<file path="src/rtl/assert_macros.svh">
// assertion macros used by the rtl file buzzer_pattern_sequencer.sv
// no dependencies; define ASSERT_OFF to compile the checks out
`ifndef ASSERT_MACROS_SVH
`define ASSERT_MACROS_SVH
`ifndef ASSERT_OFF
`define ASSERT_PROP(label, clk, rst, prop) \
   label: assert property (@(posedge clk) disable iff (rst) prop) \
      else $error("%m: property failed");
`define ASSERT_NEVER(label, clk, rst, expr) \
   label: assert property (@(posedge clk) disable iff (rst) !(expr)) \
      else $error("%m: forbidden condition seen");
`else
`define ASSERT_PROP(label, clk, rst, prop)
`define ASSERT_NEVER(label, clk, rst, expr)
`endif
`endif

</file>
<file path="src/rtl/bps_pkg.sv">
// types, codes and the segment rom of the buzzer pattern sequencer
// no dependencies
package bps_pkg;

   localparam int TICKS_PER_MS = 10;
   localparam int SEG_TICKS_W  = 13;
   localparam int SEG_MS_W     = 10;

   localparam logic [1:0] OP_TICK = 2'd0;
   localparam logic [1:0] OP_PLAY = 2'd1;
   localparam logic [1:0] OP_STOP = 2'd2;

   localparam logic [2:0] PAT_NONE   = 3'd0;
   localparam logic [2:0] PAT_SHORT  = 3'd1;
   localparam logic [2:0] PAT_DOUBLE = 3'd2;
   localparam logic [2:0] PAT_TRIPLE = 3'd3;
   localparam logic [2:0] PAT_LONG   = 3'd4;
   localparam logic [2:0] PAT_ALARM  = 3'd5;

   typedef struct packed {
      logic                   tone;
      logic [SEG_MS_W-1:0]    ms;
      logic [2:0]             half;
   } seg_row_type;

   typedef struct packed {
      logic                   playing;
      logic [2:0]             active_pattern;
      logic [3:0]             segment_index;
      logic                   segment_is_tone;
      logic [SEG_TICKS_W-1:0] segment_ticks_left;
      logic [2:0]             half_period;
      logic [2:0]             half_ticks_left;
      logic                   wave_level;
   } state_type;

   // zero duration marks the end of a sequence; unused slots read as that
   function automatic seg_row_type seg_rom(input logic [2:0] pat, input logic [3:0] idx);
      seg_row_type row;
      row = '0;
      unique case (pat)
         PAT_SHORT: begin
            unique case (idx)
               4'd0:    row = '{1'b1, 10'd160, 3'd5};
               4'd1:    row = '{1'b0, 10'd150, 3'd0};
               default: row = '0;
            endcase
         end
         PAT_DOUBLE: begin
            unique case (idx)
               4'd0, 4'd2: row = '{1'b1, 10'd130, 3'd3};
               4'd1, 4'd3: row = '{1'b0, 10'd120, 3'd0};
               default:    row = '0;
            endcase
         end
         PAT_TRIPLE: begin
            unique case (idx)
               4'd0, 4'd2, 4'd4: row = '{1'b1, 10'd90, 3'd2};
               4'd1, 4'd3, 4'd5: row = '{1'b0, 10'd90, 3'd0};
               default:          row = '0;
            endcase
         end
         PAT_LONG: begin
            unique case (idx)
               4'd0:    row = '{1'b1, 10'd650, 3'd5};
               4'd1:    row = '{1'b0, 10'd200, 3'd0};
               default: row = '0;
            endcase
         end
         PAT_ALARM: begin
            unique case (idx)
               4'd0, 4'd2, 4'd4, 4'd6: row = '{1'b1, 10'd120, 3'd2};
               4'd1, 4'd3, 4'd5, 4'd7: row = '{1'b1, 10'd120, 3'd5};
               4'd8:                   row = '{1'b0, 10'd200, 3'd0};
               default:                row = '0;
            endcase
         end
         default: row = '0;
      endcase
      return row;
   endfunction

endpackage

</file>
<file path="src/rtl/buzzer_pattern_sequencer.sv">
// buzzer pattern sequencer top level: handshake, state and result registers
// depends on bps_pkg, bps_step and assert_macros.svh
//
// usage:
//   req channel carries one item: operation (tick of 100us, play, stop) and
//   a pattern code for play. rsp channel returns one item per request with
//   the pin level after that item, busy flag and the pattern now playing.
//   csr channel writes active_level (pin polarity); csr_ready is always high.
//   the result is registered and appears in the cycle after the item is accepted.
//   throughput: one item per cycle while req_stall is low; the whole update is one pass through
//   the next-state logic and one segment rom lookup between registers.
//   the single result register frees up in the same cycle it is taken, so
//   req_stall is high only while a result waits and rsp_stall is high.
//   reset: idle, no pattern, no result pending, active_level = 1.
//   stall on rsp holds the result and stalls req; no item is lost.
`include "assert_macros.svh"
module buzzer_pattern_sequencer (
   input  logic       clock,
   input  logic       reset,
   input  logic       req_valid,
   output logic       req_stall,
   input  logic [1:0] req_operation,
   input  logic [2:0] req_pattern,
   output logic       rsp_valid,
   input  logic       rsp_stall,
   output logic       rsp_pin_level,
   output logic       rsp_busy_res,
   output logic [2:0] rsp_current_pattern,
   input  logic       csr_valid,
   output logic       csr_ready,
   input  logic       csr_active_level
);
   import bps_pkg::*;

   state_type  state_ff, state_in;
   logic       active_level_ff, active_level_in;
   logic       rsp_valid_ff, rsp_valid_in;
   logic       pin_ff, pin_in;
   logic       busy_ff, busy_in;
   logic [2:0] pattern_ff, pattern_in;
   state_type  step_state;
   logic       req_take;

   bps_step u_step (
      .cur_state (state_ff),
      .operation (req_operation),
      .pattern   (req_pattern),
      .nxt_state (step_state)
   );

   assign req_stall = rsp_valid_ff & rsp_stall;
   assign req_take  = req_valid & ~req_stall;
   assign csr_ready = 1'b1;

   always_comb begin
      state_in        = req_take ? step_state : state_ff;
      active_level_in = (csr_valid && csr_ready) ? csr_active_level : active_level_ff;
      rsp_valid_in    = req_take | (rsp_valid_ff & rsp_stall);
      pin_in          = pin_ff;
      busy_in         = busy_ff;
      pattern_in      = pattern_ff;
      if (req_take) begin
         pin_in     = step_state.wave_level ? active_level_ff : ~active_level_ff;
         busy_in    = step_state.playing;
         pattern_in = step_state.active_pattern;
      end
   end

   always_ff @(posedge clock) begin
      if (reset) begin
         state_ff        <= '0;
         active_level_ff <= 1'b1;
         rsp_valid_ff    <= 1'b0;
      end else begin
         state_ff        <= state_in;
         active_level_ff <= active_level_in;
         rsp_valid_ff    <= rsp_valid_in;
      end
   end

   always_ff @(posedge clock) begin
      pin_ff     <= pin_in;
      busy_ff    <= busy_in;
      pattern_ff <= pattern_in;
   end

   assign rsp_valid           = rsp_valid_ff;
   assign rsp_pin_level       = pin_ff;
   assign rsp_busy_res        = busy_ff;
   assign rsp_current_pattern = pattern_ff;

   // playing and a nonzero pattern always go together
   `ASSERT_NEVER(a_play_pattern, clock, reset,
      state_ff.playing != (state_ff.active_pattern != PAT_NONE))
   // idle leaves the wave low so the pin sits at the inactive level
   `ASSERT_NEVER(a_idle_wave, clock, reset, !state_ff.playing && state_ff.wave_level)
   // an accepted item always yields a result in the next cycle
   `ASSERT_PROP(a_take_result, clock, reset, req_take |=> rsp_valid_ff)
   // the reported busy flag matches the reported pattern
   `ASSERT_NEVER(a_rsp_busy, clock, reset,
      rsp_valid_ff && (busy_ff != (pattern_ff != PAT_NONE)))
   // a waiting result is never overwritten
   `ASSERT_PROP(a_rsp_hold, clock, reset,
      rsp_valid_ff && rsp_stall |=> rsp_valid_ff && $stable(pattern_ff) && $stable(pin_ff))

endmodule

</file>
<file path="src/rtl/bps_step.sv">
// next-state logic of the sequencer for one item: tick, play or stop
// depends on bps_pkg for the state type, codes and segment rom
module bps_step (
   input  bps_pkg::state_type cur_state,
   input  logic [1:0]         operation,
   input  logic [2:0]         pattern,
   output bps_pkg::state_type nxt_state
);
   import bps_pkg::*;

   state_type   pre;
   logic        enter_req;
   seg_row_type row;
   logic [SEG_TICKS_W-1:0] seg_left;
   logic [2:0]             half_left;

   // first pass: counters and command, decides whether a new segment is loaded
   always_comb begin
      pre       = cur_state;
      enter_req = 1'b0;
      seg_left  = '0;
      half_left = '0;
      unique case (operation)
         OP_TICK: begin
            if (cur_state.playing) begin
               if (cur_state.segment_is_tone) begin
                  half_left = (cur_state.half_ticks_left != '0) ?
                              cur_state.half_ticks_left - 3'd1 : '0;
                  if (half_left == '0) begin
                     pre.wave_level      = ~cur_state.wave_level;
                     pre.half_ticks_left = cur_state.half_period;
                  end else begin
                     pre.half_ticks_left = half_left;
                  end
               end
               seg_left = (cur_state.segment_ticks_left != '0) ?
                          cur_state.segment_ticks_left - 1'b1 : '0;
               pre.segment_ticks_left = seg_left;
               if (seg_left == '0) begin
                  pre.segment_index = cur_state.segment_index + 4'd1;
                  enter_req         = 1'b1;
               end
            end
         end
         OP_PLAY: begin
            if (pattern >= PAT_SHORT && pattern <= PAT_ALARM) begin
               pre.playing        = 1'b1;
               pre.active_pattern = pattern;
               pre.segment_index  = '0;
               enter_req          = 1'b1;
            end else begin
               pre = '0;
            end
         end
         OP_STOP: pre = '0;
         default: pre = cur_state;
      endcase
   end

   assign row = seg_rom(pre.active_pattern, pre.segment_index);

   // second pass: load the segment, or go idle on a terminator
   always_comb begin
      nxt_state = pre;
      if (enter_req) begin
         if (row.ms == '0 || (row.tone && row.half == '0)) begin
            nxt_state = '0;
         end else begin
            nxt_state.segment_is_tone    = row.tone;
            nxt_state.segment_ticks_left = SEG_TICKS_W'(row.ms * TICKS_PER_MS);
            nxt_state.half_period        = row.tone ? row.half : '0;
            nxt_state.half_ticks_left    = row.tone ? row.half : '0;
            nxt_state.wave_level         = row.tone;
         end
      end
   end

endmodule
</file>
<file path="config.mk">
export PLATFORM = sky130hd
export DESIGN_NAME = buzzer_pattern_sequencer
export DESIGN_NICKNAME = d
export VERILOG_FILES = /design/src/rtl/bps_pkg.sv /design/src/rtl/buzzer_pattern_sequencer.sv /design/src/rtl/bps_step.sv
export VERILOG_INCLUDE_DIRS = /design/src /design/src/rtl
export SDC_FILE = /design/constraint.sdc
export NUM_CORES = 1
export LEC_CHECK = 0
export ABC_AREA = 1
export BUFFER_PORTS_ARGS = -buffer_cell sky130_fd_sc_hd__buf_2
export CAP_MARGIN = 20
export CORE_MARGIN = 2
export CORE_UTILIZATION = 50
export DETAILED_ROUTE_END_ITERATION = 16
export GPL_TIMING_DRIVEN = 0
export PLACE_DENSITY = 0.71
export SYNTH_ARGS = -nofsm -noshare
export SYNTH_HDL_FRONTEND = slang
export SYNTH_SLANG_ARGS = --single-unit
</file>
<file path="constraint.sdc">
create_clock -name clock -period 11.5 [get_ports clock]
set_input_delay 0.575 -clock clock [delete_from_list [all_inputs] [get_ports clock]]
set_output_delay 0.575 -clock clock [all_outputs]
set_load 0.02 [all_outputs]
</file>
==> reports/qor.yml, run 1 <==
status: "complete, no violations"
yosysTopAreaCellShare_pct: 20.6
cts_tree: "yes"
setup_viol: 0
critPathLaunchType: "register"
cts_setup_buffers: 0
gr-usage-all-layers_pct: 22.8
grt_pass1_wl_um: 12000
p_leak_nw: 1.68
reg2reg_slack_ns: 7.00
diodes: 0
area_growth_pct: 9.48
syn_inst: 467
remaining_drc_errors: 0
htreeDepth: 2
synth-seq-area-share_pct: 25.6
synth_cell_types: 40
wl_per_cell_um: 12.2
grt_pass1_vias: 2736
die_h_um: 81.6
die-area_sq_um: 6650
clkTransAtPathRegs_ns: 0.07
seq_area_sq_um: 771
clock.fmax_mhz: 222
grt_max_degree: 15
final_util_pct: 56.3
pin_count: 19
regToRegStartpoint: "state_ff[7]$_SDFFE_PP0P_"
r2r_cells: 27
syn_area_sq_um: 3010
min-delay-path-class: "primary input to register"
syn_area_per_cell_sq_um: 6.44
initial_utilization_pct: 51.4
insertion_delay_ns: 0.29
globalplace.congestion: 0.891
async_reset_ff_share_pct: 0
dp_hpwl_um: 5490
cts_root_buf: "clkbuf_8"
maxCapViolCount: 0
synth_seq_cells: 36
p_per_area_nw_per_um2: 116
worst_ep_arrival_time_ns: 4.72
firstDrtPassIters: 5
fill_cells: 574
endpoint_kind: "register"
fin_crit_sh_pct: 39.1
max_slew_margin_pct: 53.0
path_max_fanout: 6
worst_pin_slew_ns: 0.698
comb_power_share_pct: 33.2
power_frac_clock_pct: 28.8
synth_common_cells: "86 x nand2_1, 80 x inv_1, 43 x nand3_1, 41 x nor2_1, 41 x o21ai_0"
fin_skew_ns: 0.00488
hp-start: "csr_valid"
yosysMostFrequentCell: "nand2_1"
hold_violations: 0
cts_buffers: 5
p_total_w: 0.000383
synth_ff_type: "dfxtp_1"
dpl.cell_count: 558
switching_share_pct: 36.2
rsz0062_at_grt: "false"
layout.cells.non_filler: 566
yosys_warnings: 0
drt_wl_total_um: 6900
worstPathRequired_ns: 11.72
clockBufferDepth: 2
postCtsHoldBufs: 0
multi_input_area_sq_um: 1870
drt_iter0_drc: 113
ant_nets: 0
antenna_found_initial: 0
rows: 28
core_area_sq_um: 5850
worstSetupPathType: "register to register"
slew_viol_final: 0
synth.net_count: 496
cts_resized: 0
reg2reg_to: "state_ff[18]$_SDFFE_PP0P_"
die_x_um: 81.6
drive_gt1_share_pct: 13.8
p_seq_share_pct: 38.0
period_needed_ns: 4.50
p_switching_w: 0.000138
cts_sinks: 36
nNetsFinal: 519
hold_depth: 2
ir_worst_vdd_v: 0.0000821
yosys-top-cells-area: "dfxtp_1 21%, nand2_1 11%, inv_1 10%"
holdPathEnd: "active_level_ff$_SDFFE_PP1P_"
p_int_w: 0.000244
tns_ns: 0
synth_top_area_cell: "dfxtp_1"
vias: 2961
gr-total-overflow: 0
io_buffers: 16
synth-edff-count: 5
avgViaCountPerCell: 5.23
layout make-up:
type / count / share of cell area (%)
buffer: 9 / 1.41
clock buffer: 5 / 2.09
clock inverter: 3 / 1.29
inverter: 86 / 9.80
multi-input combinational: 336 / 56.7
sequential: 36 / 23.4
tap: 75 / 2.85
timing repair buffer: 16 / 2.43
cell families after synthesis:
logic type	share of synthesized area, %
AND/OR/NAND/NOR	35.1
buffers and inverters	12.3
AO/OA/AOI/OAI	17.2
flip-flops	25.6
adder cells (fa/ha/maj)	7.73
XOR/XNOR	2.04
other	0.125
layer usage:
metal / global-route usage (%) / share of wire (%) / up-vias
met5: 0 / 0 / -
met4: 9.17 / 3.1 / 0
met3: 3.63 / 3.6 / 17
met2: 37.9 / 45 / 57
met1: 29.6 / 48 / 1323
li1: - / - / 1564
cell usage in the layout, fill, tap and decap left out, types with 2 or more instances in the layout:
master and n:
nor3_1 2, o211ai_1 3, edfxtp_1 5, nand4_1 5, o31ai_1 2, a211oi_1 2
a21oi_1 34, o21a_1 2, xor2_1 4, inv_2 4, clkbuf_8 5, dfxtp_1 31
nor2_4 5, buf_2 17, a31oi_1 3, clkbuf_1 6, nor2_2 8, ha_1 17
inv_1 80, o21ai_0 41, xnor2_1 3, clkinv_1 2, nand2_1 86, nand3_2 9
nor2_1 41, or2_2 2, nand3_1 43, o21bai_1 3, nand2_2 11
flip-flops by register name, indices dropped and copies added, names as in the netlist:
register             count
active_level_ff          1
rsp_valid                1
rsp_pin_level            1
state_ff                29
rsp_busy_res             1
rsp_current_pattern      3
worst max-delay path by stage:
stage                                  start                        end  slack (ns)
CTS                 state_ff[7]$_SDFFE_PP0P_  state_ff[18]$_SDFFE_PP0P_        7.06
detailed placement  state_ff[7]$_SDFFE_PP0P_  state_ff[18]$_SDFFE_PP0P_        7.09
global placement    state_ff[7]$_SDFFE_PP0P_  state_ff[18]$_SDFFE_PP0P_        7.16
finish              state_ff[7]$_SDFFE_PP0P_  state_ff[18]$_SDFFE_PP0P_        7.00
global route        state_ff[7]$_SDFFE_PP0P_  state_ff[18]$_SDFFE_PP0P_        6.42
floorplan           state_ff[7]$_SDFFE_PP0P_  state_ff[18]$_SDFFE_PP0P_        7.68
stage by stage:
stage | instance area, sq um | worst slack (ns) | hold slack (ns)
after floorplan | 3010 | 7.68 | 0.459
after global placement | 3180 | 7.16 | 0.470
after detailed placement | 3180 | 7.09 | 0.480
after CTS | 3290 | 7.06 | 0.467
after global routing | 3290 | 6.42 | 0.493
final | 3290 | 7.00 | 0.472
worst max-delay path, cell delays in order (launching register included):
cell	delay, ns
dfxtp_1	0.32
inv_1	0.15
ha_1	0.27
nand2_1	0.13
nor2_1	0.19
nand2_1	0.07
nand3_1	0.13
nand2_1	0.07
nor2_1	0.10
nand2_1	0.12
nor2_4	0.18
nand3_1	0.08
nand2_1	0.07
nand3_2	0.14
nand2_2	0.14
inv_2	0.06
nand3_1	0.12
nor3b_1	0.31
inv_1	0.13
ha_1	0.29
ha_1	0.35
nand2_1	0.06
o21ai_0	0.26
nand2_1	0.08
a21oi_1	0.18
xor2_1	0.16
nand3_1	0.09
a21oi_1	0.14
power groups by stage:
stage,Sequential [W],Clock [W],Combinational [W]
2_1_floorplan,0.000148,0,0.0000982
3_3_place_gp,0.000148,0,0.000124
3_5_place_dp,0.000148,0,0.000126
4_1_cts,0.000145,0.000113,0.000127
5_1_grt,0.000147,0.000118,0.000146
6_report,0.000145,0.000110,0.000127
Note: power is estimated with default switching activity, not from simulation.
==> run 2, diff against run 1 <==
clock period = 4.55 ns   (was 11.5 ns; I/O delays follow)
==> run 2 against run 1 <==
Utilization rose by 0.88 points. Worst setup slack worse by 6.6 ns. Critical endpoint unchanged. Fmax grew 9.4%. Power rose to 2.5 times the previous value. Flip-flop and latch count unchanged. Count of clock-buffer cells in the layout unchanged. First-iteration DRC count is 36% higher. Sequential share of layout area down 0.36 points. Register-to-register slack worse by 6.6 ns. Cell count up 0.35%. Critical path depth down 1. Wire length is 1.1% higher.
==> reports/qor.yml, run 2 (synthesized netlist as in run 1, its figures left out) <==
grt_pass1_wl_um: 12000  # unchanged
grt_max_degree: 15  # unchanged
p_per_area_nw_per_um2: 291  # was 116 nW/um^2
clockBufferDepth: 2  # unchanged
cts_root_buf: "clkbuf_8"  # unchanged
hp-start: "csr_valid"  # unchanged
nNetsFinal: 521  # was 519
core_area_sq_um: 5850  # unchanged
reg2reg_slack_ns: 0.44  # was 7.00 ns
ant_nets: 0  # unchanged
hold_violations: 0  # unchanged
hold_depth: 2  # unchanged
firstDrtPassIters: 4  # was 5
worst_ep_arrival_time_ns: 4.33  # was 4.72 ns
critPathLaunchType: "register"  # unchanged
slew_viol_final: 0  # unchanged
worstPathRequired_ns: 4.77  # was 11.72 ns
layout_commonest_cell: "nand2_1"  # unchanged
r2r_cells: 26  # was 27
drive_gt1_share_pct: 15.6  # was 13.8%
vias: 2983  # was 2,961
status: "complete, no violations"  # unchanged
worstSetupPathType: "register to register"  # unchanged
die-area_sq_um: 6650  # unchanged
wl_per_cell_um: 12.3  # was 12.2 um
setup_viol: 0  # unchanged
finalInstanceArea_sq_um: 3350  # was 3290 sq um
grt_pass1_vias: 2736  # unchanged
die_x_um: 81.6  # unchanged
regToRegStartpoint: "state_ff[7]$_SDFFE_PP0P_"  # unchanged
min-delay-path-class: "primary input to register"  # unchanged
p_total_w: 0.000974  # was 0.000383 W
rows: 28  # unchanged
regMostFlops: "state_ff"  # unchanged
cts_sinks: 36  # unchanged
die_h_um: 81.6  # unchanged
insertion_delay_ns: 0.29  # about the same
dp_hpwl_um: 5490  # unchanged
dpl-instance-area_sq_um: 3180  # unchanged
diodes: 0  # unchanged
initial_utilization_pct: 51.4  # unchanged
p_leak_nw: 1.70  # was 1.68 nW
ir_worst_vdd_v: 0.000208  # was 0.0000821 V
final_cell_mix: "86 x nand2_1, 79 x inv_1, 43 x nand3_1"  # was 86 x nand2_1, 80 x inv_1, 43 x nand3_1
clkTransAtPathRegs_ns: 0.07  # about the same
gr-usage-all-layers_pct: 22.8  # unchanged
drt_iter0_drc: 154  # was 113
clock.fmax_mhz: 243  # was 222 MHz
htreeDepth: 2  # unchanged
avgViaCountPerCell: 5.25  # was 5.23
reg2reg_to: "state_ff[18]$_SDFFE_PP0P_"  # unchanged
largest_reg_flops: 29  # unchanged
whs_ns: 0.122  # was 0.472 ns
fill_cells: 572  # was 574
fin_skew_ns: 0.00676  # was 0.00488 ns
holdPathEnd: "active_level_ff$_SDFFE_PP1P_"  # unchanged
postCtsHoldBufs: 0  # unchanged
cts_tree: "yes"  # unchanged
io_buffers: 16  # unchanged
maxCapViolCount: 0  # unchanged
worst_pin_slew_ns: 0.705  # was 0.698 ns
endpoint_kind: "register"  # unchanged
max_slew_margin_pct: 52.5  # was 53.0%
antenna_found_initial: 0  # unchanged
cts_buffers: 5  # unchanged
drt_wl_total_um: 6970  # was 6900 um
period_needed_ns: 4.11  # was 4.50 ns
remaining_drc_errors: 0  # unchanged
gr-total-overflow: 0  # unchanged
fin_crit_sh_pct: 90.3  # was 39.1%
area_growth_pct: 11.2  # was 9.48%
globalplace.congestion: 0.891  # unchanged
path_max_fanout: 6  # unchanged
pin_count: 19  # unchanged
-- run 2: changes by cell type in the layout (fill, tap and decap cells not counted), moves of 2 or more --
cell / previous run / this run
buf_4: 1 / 3
ha_1: 17 / 15
o21ai_0: 41 / 39
o21ai_2: 0 / 2
-- run 2: cell type report --
| cell class | count | area (sq um) | share of cell area [%] |
|---|---|---|---|
| clock inverters | 3 | 42.5 | 1.27 |
| plain buffers | 9 | 46.3 | 1.38 |
| flip-flops and latches | 36 | 771 | 23.0 |
| clock buffers | 5 | 68.8 | 2.06 |
| well taps | 75 | 93.8 | 2.80 |
| inverters | 86 | 323 | 9.65 |
| repair buffers | 18 | 95.1 | 2.84 |
| multi-input cells | 336 | 1910 | 57.0 |
-- run 2: through the flow --
stage,util [%],std cells,TNS [ns],setup slack (ns)
after floorplan,-,467,0,0.729
after global placement,54.4,558,0,0.213
after detailed placement,54.4,558,0,0.143
after CTS,56.3,566,0,0.106
after global routing,57.2,568,-0.0494,-0.0320
final,57.2,568,0,0.439
-- run 2: power breakdown --
group | leakage, nW | internal (W) | switching (W) | total, W
logic | 1.34 | 0.000113 | 0.000215 | 0.000328
registers | 0.305 | 0.000347 | 0.0000210 | 0.000368
clock network | 0.0541 | 0.000162 | 0.000116 | 0.000278
-- run 2: worst max-delay path by stage --
stage	start	to	slack [ns]	cells after the start
6_report	state_ff[7]$_SDFFE_PP0P_	state_ff[18]$_SDFFE_PP0P_	0.44	26
5_1_grt	state_ff[7]$_SDFFE_PP0P_	state_ff[19]$_SDFFE_PP0P_	-0.03	27
4_1_cts	state_ff[7]$_SDFFE_PP0P_	state_ff[18]$_SDFFE_PP0P_	0.11	27
3_5_place_dp	state_ff[7]$_SDFFE_PP0P_	state_ff[18]$_SDFFE_PP0P_	0.14	27
3_3_place_gp	state_ff[7]$_SDFFE_PP0P_	state_ff[18]$_SDFFE_PP0P_	0.21	27
2_1_floorplan	state_ff[7]$_SDFFE_PP0P_	state_ff[18]$_SDFFE_PP0P_	0.73	27
-- run 2: metal layers --
| layer | vias up | GRT usage, % | part of all wire, % |
|---|---|---|---|
| met5 | - | 0 | 0 |
| met4 | 0 | 9.17 | 3.0 |
| met3 | 15 | 3.63 | 3.7 |
| met2 | 67 | 37.9 | 46 |
| met1 | 1335 | 29.6 | 47 |
| li1 | 1566 | - | - |
-- run 2: timing repair --
action                     in CTS  in global routing
setup endpoints to repair       0                  4
setup buffers                   0                  2
gates resized for setup         0                 10
-- run 2: worst max-delay path, stage by stage, from the launching register on --
cell	delay, ns
dfxtp_1	0.33
inv_2	0.10
ha_2	0.22
nand2_1	0.12
nor2_1	0.14
nand2_1	0.07
nand3_1	0.16
inv_1	0.06
nor2_1	0.10
nand2_1	0.12
nor2_4	0.16
nand4_1	0.12
nand3_2	0.17
nand2_2	0.10
nor2_2	0.25
nor2_4	0.08
nand3_2	0.12
ha_1	0.16
ha_1	0.16
inv_1	0.05
fa_1	0.41
o21ai_2	0.19
nand2_1	0.07
a21oi_1	0.17
xor2_1	0.16
nand3_1	0.09
a21oi_1	0.14
